[src/sv/zcr_pkg.sv]
`timescale 1ns / 1ps
`default_nettype none

package zcr_pkg;

    localparam int SAMPLE_BITS    = 16;
    localparam int DEAD_ZONE_BITS = 15;
    localparam int FRAC_BITS      = 16;
    localparam int RATE_BITS      = FRAC_BITS + 1;
    localparam int OUT_COUNT_BITS = 16;
    localparam int ITER_BITS      = $clog2(RATE_BITS);

    typedef enum logic [1:0] {
        SIGN_NONE = 2'd0,
        SIGN_POS  = 2'd1,
        SIGN_NEG  = 2'd2
    } sign_t;

    typedef enum logic [1:0] {
        BACK_IDLE = 2'd0,
        BACK_DIV  = 2'd1,
        BACK_DONE = 2'd2
    } back_state_t;

endpackage

`default_nettype wire

[src/sv/zcr_front.sv]
`timescale 1ns / 1ps
`default_nettype none

module zcr_front #(
    parameter int COUNT_BITS = 16
) (
    input  wire logic                                  clk,
    input  wire logic                                  rst_n,
    input  wire logic                                  cfg_we,
    input  wire logic [zcr_pkg::DEAD_ZONE_BITS-1:0]    cfg_data,
    input  wire logic                                  accept,
    input  wire logic signed [zcr_pkg::SAMPLE_BITS-1:0] sample,
    input  wire logic                                  last,
    output logic                                       frame_push,
    output logic [COUNT_BITS-1:0]                      frame_crossings,
    output logic [COUNT_BITS-1:0]                      frame_steps,
    output logic                                       frame_too_short
);

    localparam logic [COUNT_BITS-1:0] COUNT_MAX = {COUNT_BITS{1'b1}};

    logic [zcr_pkg::DEAD_ZONE_BITS-1:0] dead_zone_reg;
    zcr_pkg::sign_t                     kept_sign_reg, kept_sign_next;
    logic [COUNT_BITS-1:0]              crossings_reg, crossings_next;
    logic [COUNT_BITS-1:0]              steps_reg, steps_next;
    logic                               seen_reg, seen_next;

    logic signed [zcr_pkg::SAMPLE_BITS:0] sample_ext;
    logic signed [zcr_pkg::SAMPLE_BITS:0] thresh_pos;
    logic signed [zcr_pkg::SAMPLE_BITS:0] thresh_neg;
    zcr_pkg::sign_t                       cur_sign;
    logic                                 comparable;
    logic [COUNT_BITS-1:0]                crossings_upd;
    logic [COUNT_BITS-1:0]                steps_upd;

    always_comb
    begin
        sample_ext = {sample[zcr_pkg::SAMPLE_BITS-1], sample};
        thresh_pos = signed'({2'b00, dead_zone_reg});
        thresh_neg = -thresh_pos;
        if (sample_ext > thresh_pos)
        begin
            cur_sign = zcr_pkg::SIGN_POS;
        end
        else if (sample_ext < thresh_neg)
        begin
            cur_sign = zcr_pkg::SIGN_NEG;
        end
        else
        begin
            cur_sign = zcr_pkg::SIGN_NONE;
        end
    end

    always_comb
    begin
        comparable    = (kept_sign_reg != zcr_pkg::SIGN_NONE) &&
                        (cur_sign != zcr_pkg::SIGN_NONE);
        steps_upd     = steps_reg;
        crossings_upd = crossings_reg;
        if (comparable && steps_reg != COUNT_MAX)
        begin
            steps_upd = steps_reg + 1'b1;
        end
        if (comparable && kept_sign_reg != cur_sign && crossings_reg != COUNT_MAX)
        begin
            crossings_upd = crossings_reg + 1'b1;
        end

        kept_sign_next  = kept_sign_reg;
        crossings_next  = crossings_reg;
        steps_next      = steps_reg;
        seen_next       = seen_reg;
        frame_push      = 1'b0;
        frame_crossings = seen_reg ? crossings_upd : '0;
        frame_steps     = seen_reg ? steps_upd : '0;
        frame_too_short = !seen_reg;

        if (accept)
        begin
            if (last)
            begin
                frame_push     = 1'b1;
                kept_sign_next = zcr_pkg::SIGN_NONE;
                crossings_next = '0;
                steps_next     = '0;
                seen_next      = 1'b0;
            end
            else
            begin
                if (cur_sign != zcr_pkg::SIGN_NONE)
                begin
                    kept_sign_next = cur_sign;
                end
                crossings_next = crossings_upd;
                steps_next     = steps_upd;
                seen_next      = 1'b1;
            end
        end
    end

    always_ff @(posedge clk or negedge rst_n)
    begin
        if (!rst_n)
        begin
            dead_zone_reg <= '0;
            kept_sign_reg <= zcr_pkg::SIGN_NONE;
            crossings_reg <= '0;
            steps_reg     <= '0;
            seen_reg      <= 1'b0;
        end
        else
        begin
            if (cfg_we)
            begin
                dead_zone_reg <= cfg_data;
            end
            kept_sign_reg <= kept_sign_next;
            crossings_reg <= crossings_next;
            steps_reg     <= steps_next;
            seen_reg      <= seen_next;
        end
    end

endmodule

`default_nettype wire

[src/sv/zcr_frame_queue.sv]
`timescale 1ns / 1ps
`default_nettype none

module zcr_frame_queue #(
    parameter int WIDTH = 33,
    parameter int DEPTH = 4
) (
    input  wire logic             clk,
    input  wire logic             rst_n,
    input  wire logic             wr_en,
    input  wire logic [WIDTH-1:0] wr_data,
    input  wire logic             rd_en,
    output logic      [WIDTH-1:0] rd_data,
    output logic                  full,
    output logic                  empty
);

    localparam int PTR_BITS = (DEPTH > 1) ? $clog2(DEPTH) : 1;
    localparam int CNT_BITS = $clog2(DEPTH + 1);
    localparam logic [PTR_BITS-1:0] PTR_LAST = PTR_BITS'(DEPTH - 1);
    localparam logic [CNT_BITS-1:0] CNT_FULL = CNT_BITS'(DEPTH);

    logic [WIDTH-1:0]    entry_reg [DEPTH];
    logic [PTR_BITS-1:0] wr_ptr_reg, wr_ptr_next;
    logic [PTR_BITS-1:0] rd_ptr_reg, rd_ptr_next;
    logic [CNT_BITS-1:0] count_reg, count_next;
    logic                do_wr;
    logic                do_rd;

    assign full    = (count_reg == CNT_FULL);
    assign empty   = (count_reg == '0);
    assign rd_data = entry_reg[rd_ptr_reg];
    assign do_wr   = wr_en && !full;
    assign do_rd   = rd_en && !empty;

    always_comb
    begin
        wr_ptr_next = wr_ptr_reg;
        rd_ptr_next = rd_ptr_reg;
        count_next  = count_reg;
        if (do_wr)
        begin
            wr_ptr_next = (wr_ptr_reg == PTR_LAST) ? '0 : wr_ptr_reg + 1'b1;
        end
        if (do_rd)
        begin
            rd_ptr_next = (rd_ptr_reg == PTR_LAST) ? '0 : rd_ptr_reg + 1'b1;
        end
        if (do_wr && !do_rd)
        begin
            count_next = count_reg + 1'b1;
        end
        else if (do_rd && !do_wr)
        begin
            count_next = count_reg - 1'b1;
        end
    end

    always_ff @(posedge clk)
    begin
        if (do_wr)
        begin
            entry_reg[wr_ptr_reg] <= wr_data;
        end
    end

    always_ff @(posedge clk or negedge rst_n)
    begin
        if (!rst_n)
        begin
            wr_ptr_reg <= '0;
            rd_ptr_reg <= '0;
            count_reg  <= '0;
        end
        else
        begin
            wr_ptr_reg <= wr_ptr_next;
            rd_ptr_reg <= rd_ptr_next;
            count_reg  <= count_next;
        end
    end

endmodule

`default_nettype wire

[src/sv/zcr_back.sv]
`timescale 1ns / 1ps
`default_nettype none

module zcr_back #(
    parameter int COUNT_BITS = 16
) (
    input  wire logic                                  clk,
    input  wire logic                                  rst_n,
    input  wire logic                                  frame_empty,
    input  wire logic [COUNT_BITS-1:0]                 frame_crossings,
    input  wire logic [COUNT_BITS-1:0]                 frame_steps,
    input  wire logic                                  frame_too_short,
    output logic                                       frame_pop,
    output logic                                       empty,
    input  wire logic                                  pop,
    output logic [zcr_pkg::RATE_BITS-1:0]              rate,
    output logic [zcr_pkg::OUT_COUNT_BITS-1:0]         crossing_count,
    output logic [zcr_pkg::OUT_COUNT_BITS-1:0]         step_count,
    output logic                                       too_short
);

    localparam logic [zcr_pkg::ITER_BITS-1:0] ITER_LAST =
        zcr_pkg::ITER_BITS'(zcr_pkg::RATE_BITS - 1);

    zcr_pkg::back_state_t state_reg, state_next;

    logic [COUNT_BITS-1:0]             crossings_reg, crossings_next;
    logic [COUNT_BITS-1:0]             steps_reg, steps_next;
    logic                              short_reg, short_next;
    logic [COUNT_BITS:0]               rem_reg, rem_next;
    logic [zcr_pkg::RATE_BITS-1:0]     quot_reg, quot_next;
    logic [zcr_pkg::ITER_BITS-1:0]     iter_reg, iter_next;

    logic [COUNT_BITS:0]               trial;
    logic                              fits;
    logic [COUNT_BITS+zcr_pkg::OUT_COUNT_BITS-1:0] crossings_wide;
    logic [COUNT_BITS+zcr_pkg::OUT_COUNT_BITS-1:0] steps_wide;

    always_comb
    begin
        state_next = state_reg;
        unique case (state_reg)
            zcr_pkg::BACK_IDLE:
            begin
                if (!frame_empty)
                begin
                    state_next = (frame_steps == '0) ? zcr_pkg::BACK_DONE
                                                     : zcr_pkg::BACK_DIV;
                end
            end
            zcr_pkg::BACK_DIV:
            begin
                if (iter_reg == ITER_LAST)
                begin
                    state_next = zcr_pkg::BACK_DONE;
                end
            end
            zcr_pkg::BACK_DONE:
            begin
                if (pop)
                begin
                    state_next = zcr_pkg::BACK_IDLE;
                end
            end
            default:
            begin
                state_next = zcr_pkg::BACK_IDLE;
            end
        endcase
    end

    always_comb
    begin
        frame_pop = (state_reg == zcr_pkg::BACK_IDLE) && !frame_empty;
        empty     = (state_reg != zcr_pkg::BACK_DONE);
    end

    // restoring division: first step compares the bare count, later ones shift
    always_comb
    begin
        trial = (iter_reg == '0) ? rem_reg : {rem_reg[COUNT_BITS-1:0], 1'b0};
        fits  = (trial >= {1'b0, steps_reg});

        crossings_next = crossings_reg;
        steps_next     = steps_reg;
        short_next     = short_reg;
        rem_next       = rem_reg;
        quot_next      = quot_reg;
        iter_next      = iter_reg;

        if (frame_pop)
        begin
            crossings_next = frame_crossings;
            steps_next     = frame_steps;
            short_next     = frame_too_short;
            rem_next       = {1'b0, frame_crossings};
            quot_next      = '0;
            iter_next      = '0;
        end
        else if (state_reg == zcr_pkg::BACK_DIV)
        begin
            rem_next  = fits ? trial - {1'b0, steps_reg} : trial;
            quot_next = {quot_reg[zcr_pkg::RATE_BITS-2:0], fits};
            iter_next = iter_reg + 1'b1;
        end
    end

    always_comb
    begin
        crossings_wide = {{zcr_pkg::OUT_COUNT_BITS{1'b0}}, crossings_reg};
        steps_wide     = {{zcr_pkg::OUT_COUNT_BITS{1'b0}}, steps_reg};
        rate           = quot_reg;
        crossing_count = crossings_wide[zcr_pkg::OUT_COUNT_BITS-1:0];
        step_count     = steps_wide[zcr_pkg::OUT_COUNT_BITS-1:0];
        too_short      = short_reg;
    end

    always_ff @(posedge clk)
    begin
        crossings_reg <= crossings_next;
        steps_reg     <= steps_next;
        short_reg     <= short_next;
        rem_reg       <= rem_next;
        quot_reg      <= quot_next;
    end

    always_ff @(posedge clk or negedge rst_n)
    begin
        if (!rst_n)
        begin
            state_reg <= zcr_pkg::BACK_IDLE;
            iter_reg  <= '0;
        end
        else
        begin
            state_reg <= state_next;
            iter_reg  <= iter_next;
        end
    end

endmodule

`default_nettype wire

[src/sv/zero_crossing_rate_threshold_unit.sv]
// Throughput: one sample beat per cycle unless full; full rises only while the frame queue is full.
// A frame result shows once the back end has loaded it from the queue and the
// one-bit-per-cycle divider has run; a frame with no steps skips the divider.
// The divider takes a new frame only after the last result is popped, so frames that come faster queue up.
// Reset (rst_n low, asynchronous) clears frame state, queue pointers and the
// divider sequencer, and sets the dead zone to 0.
`timescale 1ns / 1ps
`default_nettype none

module zero_crossing_rate_threshold_unit #(
    parameter int COUNT_BITS  = 16,
    parameter int QUEUE_DEPTH = 4
) (
    input  wire logic                                   clk,
    input  wire logic                                   rst_n,
    input  wire logic                                   cfg_we,
    input  wire logic [zcr_pkg::DEAD_ZONE_BITS-1:0]     cfg_data,
    input  wire logic                                   push,
    output logic                                        full,
    input  wire logic signed [zcr_pkg::SAMPLE_BITS-1:0] sample,
    input  wire logic                                   last,
    output logic                                        empty,
    input  wire logic                                   pop,
    output logic [zcr_pkg::RATE_BITS-1:0]               rate,
    output logic [zcr_pkg::OUT_COUNT_BITS-1:0]          crossing_count,
    output logic [zcr_pkg::OUT_COUNT_BITS-1:0]          step_count,
    output logic                                        too_short
);

    localparam int ENTRY_BITS = 2 * COUNT_BITS + 1;

    logic                   accept;
    logic                   frame_push;
    logic [COUNT_BITS-1:0]  push_crossings;
    logic [COUNT_BITS-1:0]  push_steps;
    logic                   push_too_short;
    logic [ENTRY_BITS-1:0]  head;
    logic                   frame_pop;
    logic                   frame_empty;

    assign accept = push && !full;

    zcr_front #(
        .COUNT_BITS (COUNT_BITS)
    ) u_front (
        .clk             (clk),
        .rst_n           (rst_n),
        .cfg_we          (cfg_we),
        .cfg_data        (cfg_data),
        .accept          (accept),
        .sample          (sample),
        .last            (last),
        .frame_push      (frame_push),
        .frame_crossings (push_crossings),
        .frame_steps     (push_steps),
        .frame_too_short (push_too_short)
    );

    zcr_frame_queue #(
        .WIDTH (ENTRY_BITS),
        .DEPTH (QUEUE_DEPTH)
    ) u_queue (
        .clk     (clk),
        .rst_n   (rst_n),
        .wr_en   (frame_push),
        .wr_data ({push_too_short, push_steps, push_crossings}),
        .rd_en   (frame_pop),
        .rd_data (head),
        .full    (full),
        .empty   (frame_empty)
    );

    zcr_back #(
        .COUNT_BITS (COUNT_BITS)
    ) u_back (
        .clk             (clk),
        .rst_n           (rst_n),
        .frame_empty     (frame_empty),
        .frame_crossings (head[COUNT_BITS-1:0]),
        .frame_steps     (head[2*COUNT_BITS-1:COUNT_BITS]),
        .frame_too_short (head[2*COUNT_BITS]),
        .frame_pop       (frame_pop),
        .empty           (empty),
        .pop             (pop),
        .rate            (rate),
        .crossing_count  (crossing_count),
        .step_count      (step_count),
        .too_short       (too_short)
    );

endmodule

`default_nettype wire
[config.mk]
export PLATFORM = sky130hd
export DESIGN_NAME = zero_crossing_rate_threshold_unit
export DESIGN_NICKNAME = d
export VERILOG_FILES = /design/src/sv/zcr_pkg.sv /design/src/sv/zcr_front.sv /design/src/sv/zcr_frame_queue.sv /design/src/sv/zcr_back.sv /design/src/sv/zero_crossing_rate_threshold_unit.sv
export SDC_FILE = /design/constraint.sdc
export NUM_CORES = 1
export LEC_CHECK = 0
export BUFFER_PORTS_ARGS = -buffer_cell sky130_fd_sc_hd__buf_2
export CAP_MARGIN = 0
export CORE_UTILIZATION = 35
export DETAILED_ROUTE_END_ITERATION = 10
export GPL_ROUTABILITY_DRIVEN = 0
export HOLD_SLACK_MARGIN = 0.15
export PLACE_DENSITY = 0.58
export RECOVER_POWER = 100
export SETUP_SLACK_MARGIN = 0.02
export SLEW_MARGIN = 20
export SYNTH_ARGS = -nofsm -noshare
export SYNTH_HDL_FRONTEND = slang
export SYNTH_SLANG_ARGS = --single-unit
[constraint.sdc]
create_clock -name clk -period 5.6 [get_ports clk]
set_input_delay 0.84 -clock clk [delete_from_list [all_inputs] [get_ports clk]]
set_output_delay 0.84 -clock clk [all_outputs]
set_load 0.01 [all_outputs]
==> flow_summary.yaml <==
outcome:
  status: "finished, violations left"
  violations: "capacitance limit, slew limit"
synth:
  ys_seq_elements: 263
  synth_top_area_share_pct: 40.92
  ys_async_sr_fraction_pct: 24.33
  yosysTopAreaCell: "edfxtp_1"
  synth_edf_count: 181
  syn_area_um2: 13280
  avgSynthCellArea_um2: 11.99
  yosysWarnings: 0
  synthTopCellsByArea: "edfxtp_1 41%, dfrtp_1 12%, mux4_2 5.6%"
  synth_cells: 1108
  syn-num-nets: 1205
  synth-seq-area-share_pct: 55.68
  synth_flop_cell: "edfxtp_1"
  ys_types: 76
floorplanning:
  design.die.area_um2: 38740
  coreArea_um2: 36960
  io_pins: 89
  die_h_um: 196.8
  rows: 70
  initial_core_util_pct: 35.94
  die_w_um: 196.8
global_route:
  grt_pass1_wl_um: 46290
  grt_overflow: 0
  grt_max_degree: 60
  grt_pass1_vias: 8610
  antenna_found_initial: 1
  grt.total_usage_pct: 14.96
detailed_routing:
  drc: 0
  dr.first_iter.drc_count: 407
  vias_per_cell: 5.136
  drtAntennaViolNets: 0
  wl_per_cell_um: 16.83
  drt_wl_total_um: 28940
  routed-via-count: 8834
  first_pass_iters: 4
sta:
  period_share_pct: 85.69
  rsz0062_at_grt: "false"
  setup_viol: 0
  worst_pin_slew_ns: 3.209
  finalCriticalPeriod_ns: 4.799
  maxSlewViolCount: 376
  hold_slack_ns: 0.3214
  setup_tns_ns: 0
  hold_viol: 0
  max_freq_mhz: 208.4
  max_slew_margin_pct: -114.0
  fin_worst_skew_ns: 0.01269
critical_path:
  endpoint_kind: "flop"
  crit_fanout: 14
  startpoint_type: "flop"
  critPathRequiredTime_ns: 5.81
  critPathKind: "reg -> reg"
  cp.arrival_ns: 5.01
cts:
  cts_root_buf: "clkbuf_16"
  cts_resized: 0
  cts_setup_buffers: 0
  clock_latency_ns: 0.56
  clk_path_buf_depth: 3
  h-tree-depth: 1
  cts_tree: "yes"
  clock-sinks: 263
  cts_buffers: 29
  clkTransAtPathRegs_ns: 0.06
  cts_hold_buffers: 0
flow_run:
  max_cap_violations: 9
power_and_ir_drop:
  p_leak_nw: 5.523
  power_mw: 8.366
  power_density_nw_per_um2: 557.7
  ir_drop_v: 0.0002905
layout:
  largest_reg_flops: 132
  mostFrequentLayoutCells: "181 x edfxtp_1, 111 x nand2_1, 70 x o21ai_0, 70 x clkbuf_1, 69 x nor2_1"
  final_util_pct: 40.59
  drive_above_1_share_pct: 11.35
  layout.nets: 1290
  postLayoutCellArea_um2: 15000
  area_growth_syn_to_layout_pct: 12.93
  diodes: 0
  layout_commonest_cell: "edfxtp_1"
hold_path:
  hp-class: "in -> async"
place:
  dp_hpwl_um: 19670
  io_buffers: 88
  placed_cell_area_um2: 14270
## cell type report
cell class | instances | area, µm²
fill | 3562 | 21960
multi-input combinational | 740 | 5370
inverter | 53 | 198.9
clock inverter | 21 | 201.4
timing repair buffer | 106 | 462.9
clock buffer | 33 | 740.7
sequential | 263 | 7397
tap | 504 | 630.6
## cells in the mapped netlist, drive strengths merged, types with 4 or more instances
cell type,count
ha,58
edfxtp,181
nand3,41
a21o,13
nor2,69
and3,16
a31oi,8
xnor2,37
inv,52
nor2b,8
xor2,6
a21oi,54
o31ai,7
nor4,9
nor3b,4
o211ai,7
nand2b,6
dfxtp,18
buf,13
a221o,7
mux2i,27
mux4,33
or3,14
or4,4
nor3,25
nand4,17
a211oi,14
nand2,111
nand3b,4
clkbuf,39
mux2,18
o21ai,74
dfrtp,64
o21bai,4
## report_power, final
group	internal (mW)	total (mW)	switching (mW)
sequential	2.74	3.07	0.328
clock	1.10	1.89	0.798
combinational	1.42	3.40	1.98
total	5.26	8.37	3.11
## critical path, cell delays in order, from the launching register on
cell and delay, ns:
dfrtp_1 0.40, inv_1 0.15, nand4_1 0.20, nor4_1 0.41, nand3_1 0.25, nor2_1 0.19
xnor2_1 0.13, ha_1 0.27, a211oi_1 0.22, o21ai_0 0.11, a41o_1 0.27, a311o_1 0.28
a22o_1 0.37, a2111oi_0 0.84, xnor2_1 0.23, nor2_1 0.11
## final timing paths
check	startpoint	end	slack, ns	cells after the start
max in group asynchronous	rst_n	u_back.iter_reg[2]$_DFFE_PN0P_	1.79	2
worst max register to register	u_front.dead_zone_reg[2]$_DFFE_PN0P_	u_queue.entry_reg[0][14]$_DFFE_PP_	0.80	15
worst min-delay path	rst_n	u_front.dead_zone_reg[8]$_DFFE_PN0P_	0.32	1
worst min register to register	u_back.rate[16]$_SDFFE_PP0P_	u_back.rate[16]$_SDFFE_PP0P_	0.46	2
worst max-delay path	u_front.dead_zone_reg[2]$_DFFE_PN0P_	u_queue.entry_reg[0][14]$_DFFE_PP_	0.80	15
min in group clk	u_back.rate[16]$_SDFFE_PP0P_	u_back.rate[16]$_SDFFE_PP0P_	0.46	2
## routing by layer
layer / GRT usage (%) / part of all wire (%)
met1: 21.29 / 49
met2: 23.70 / 44
met3: 2.447 / 4.4
met4: 3.819 / 2.2
met5: 0 / 0.038
## cells by family (layout without fill, tap and decap cells)
group | Yosys count | after routing | synth area share (%)
buffers and inverters | 105 | 213 | 3.184
adders and majority gates | 60 | 60 | 5.764
DFF | 263 | 263 | 55.68
and+or+nand+nor | 338 | 338 | 12.18
muxes | 78 | 78 | 9.183
xor gates and xnor gates | 43 | 43 | 2.835
AOI/OAI and AO/OA | 221 | 221 | 11.17
## per-stage QoR
stage / std cells / worst slack [ns]
detailed placement: 1666 / 0.9975
global route: 1720 / 0.3568
CTS: 1720 / 0.9523
finish: 1720 / 0.8012
global placement: 1666 / 1.117
floorplan: 1108 / 1.639
(Power assumes the default switching activity.)
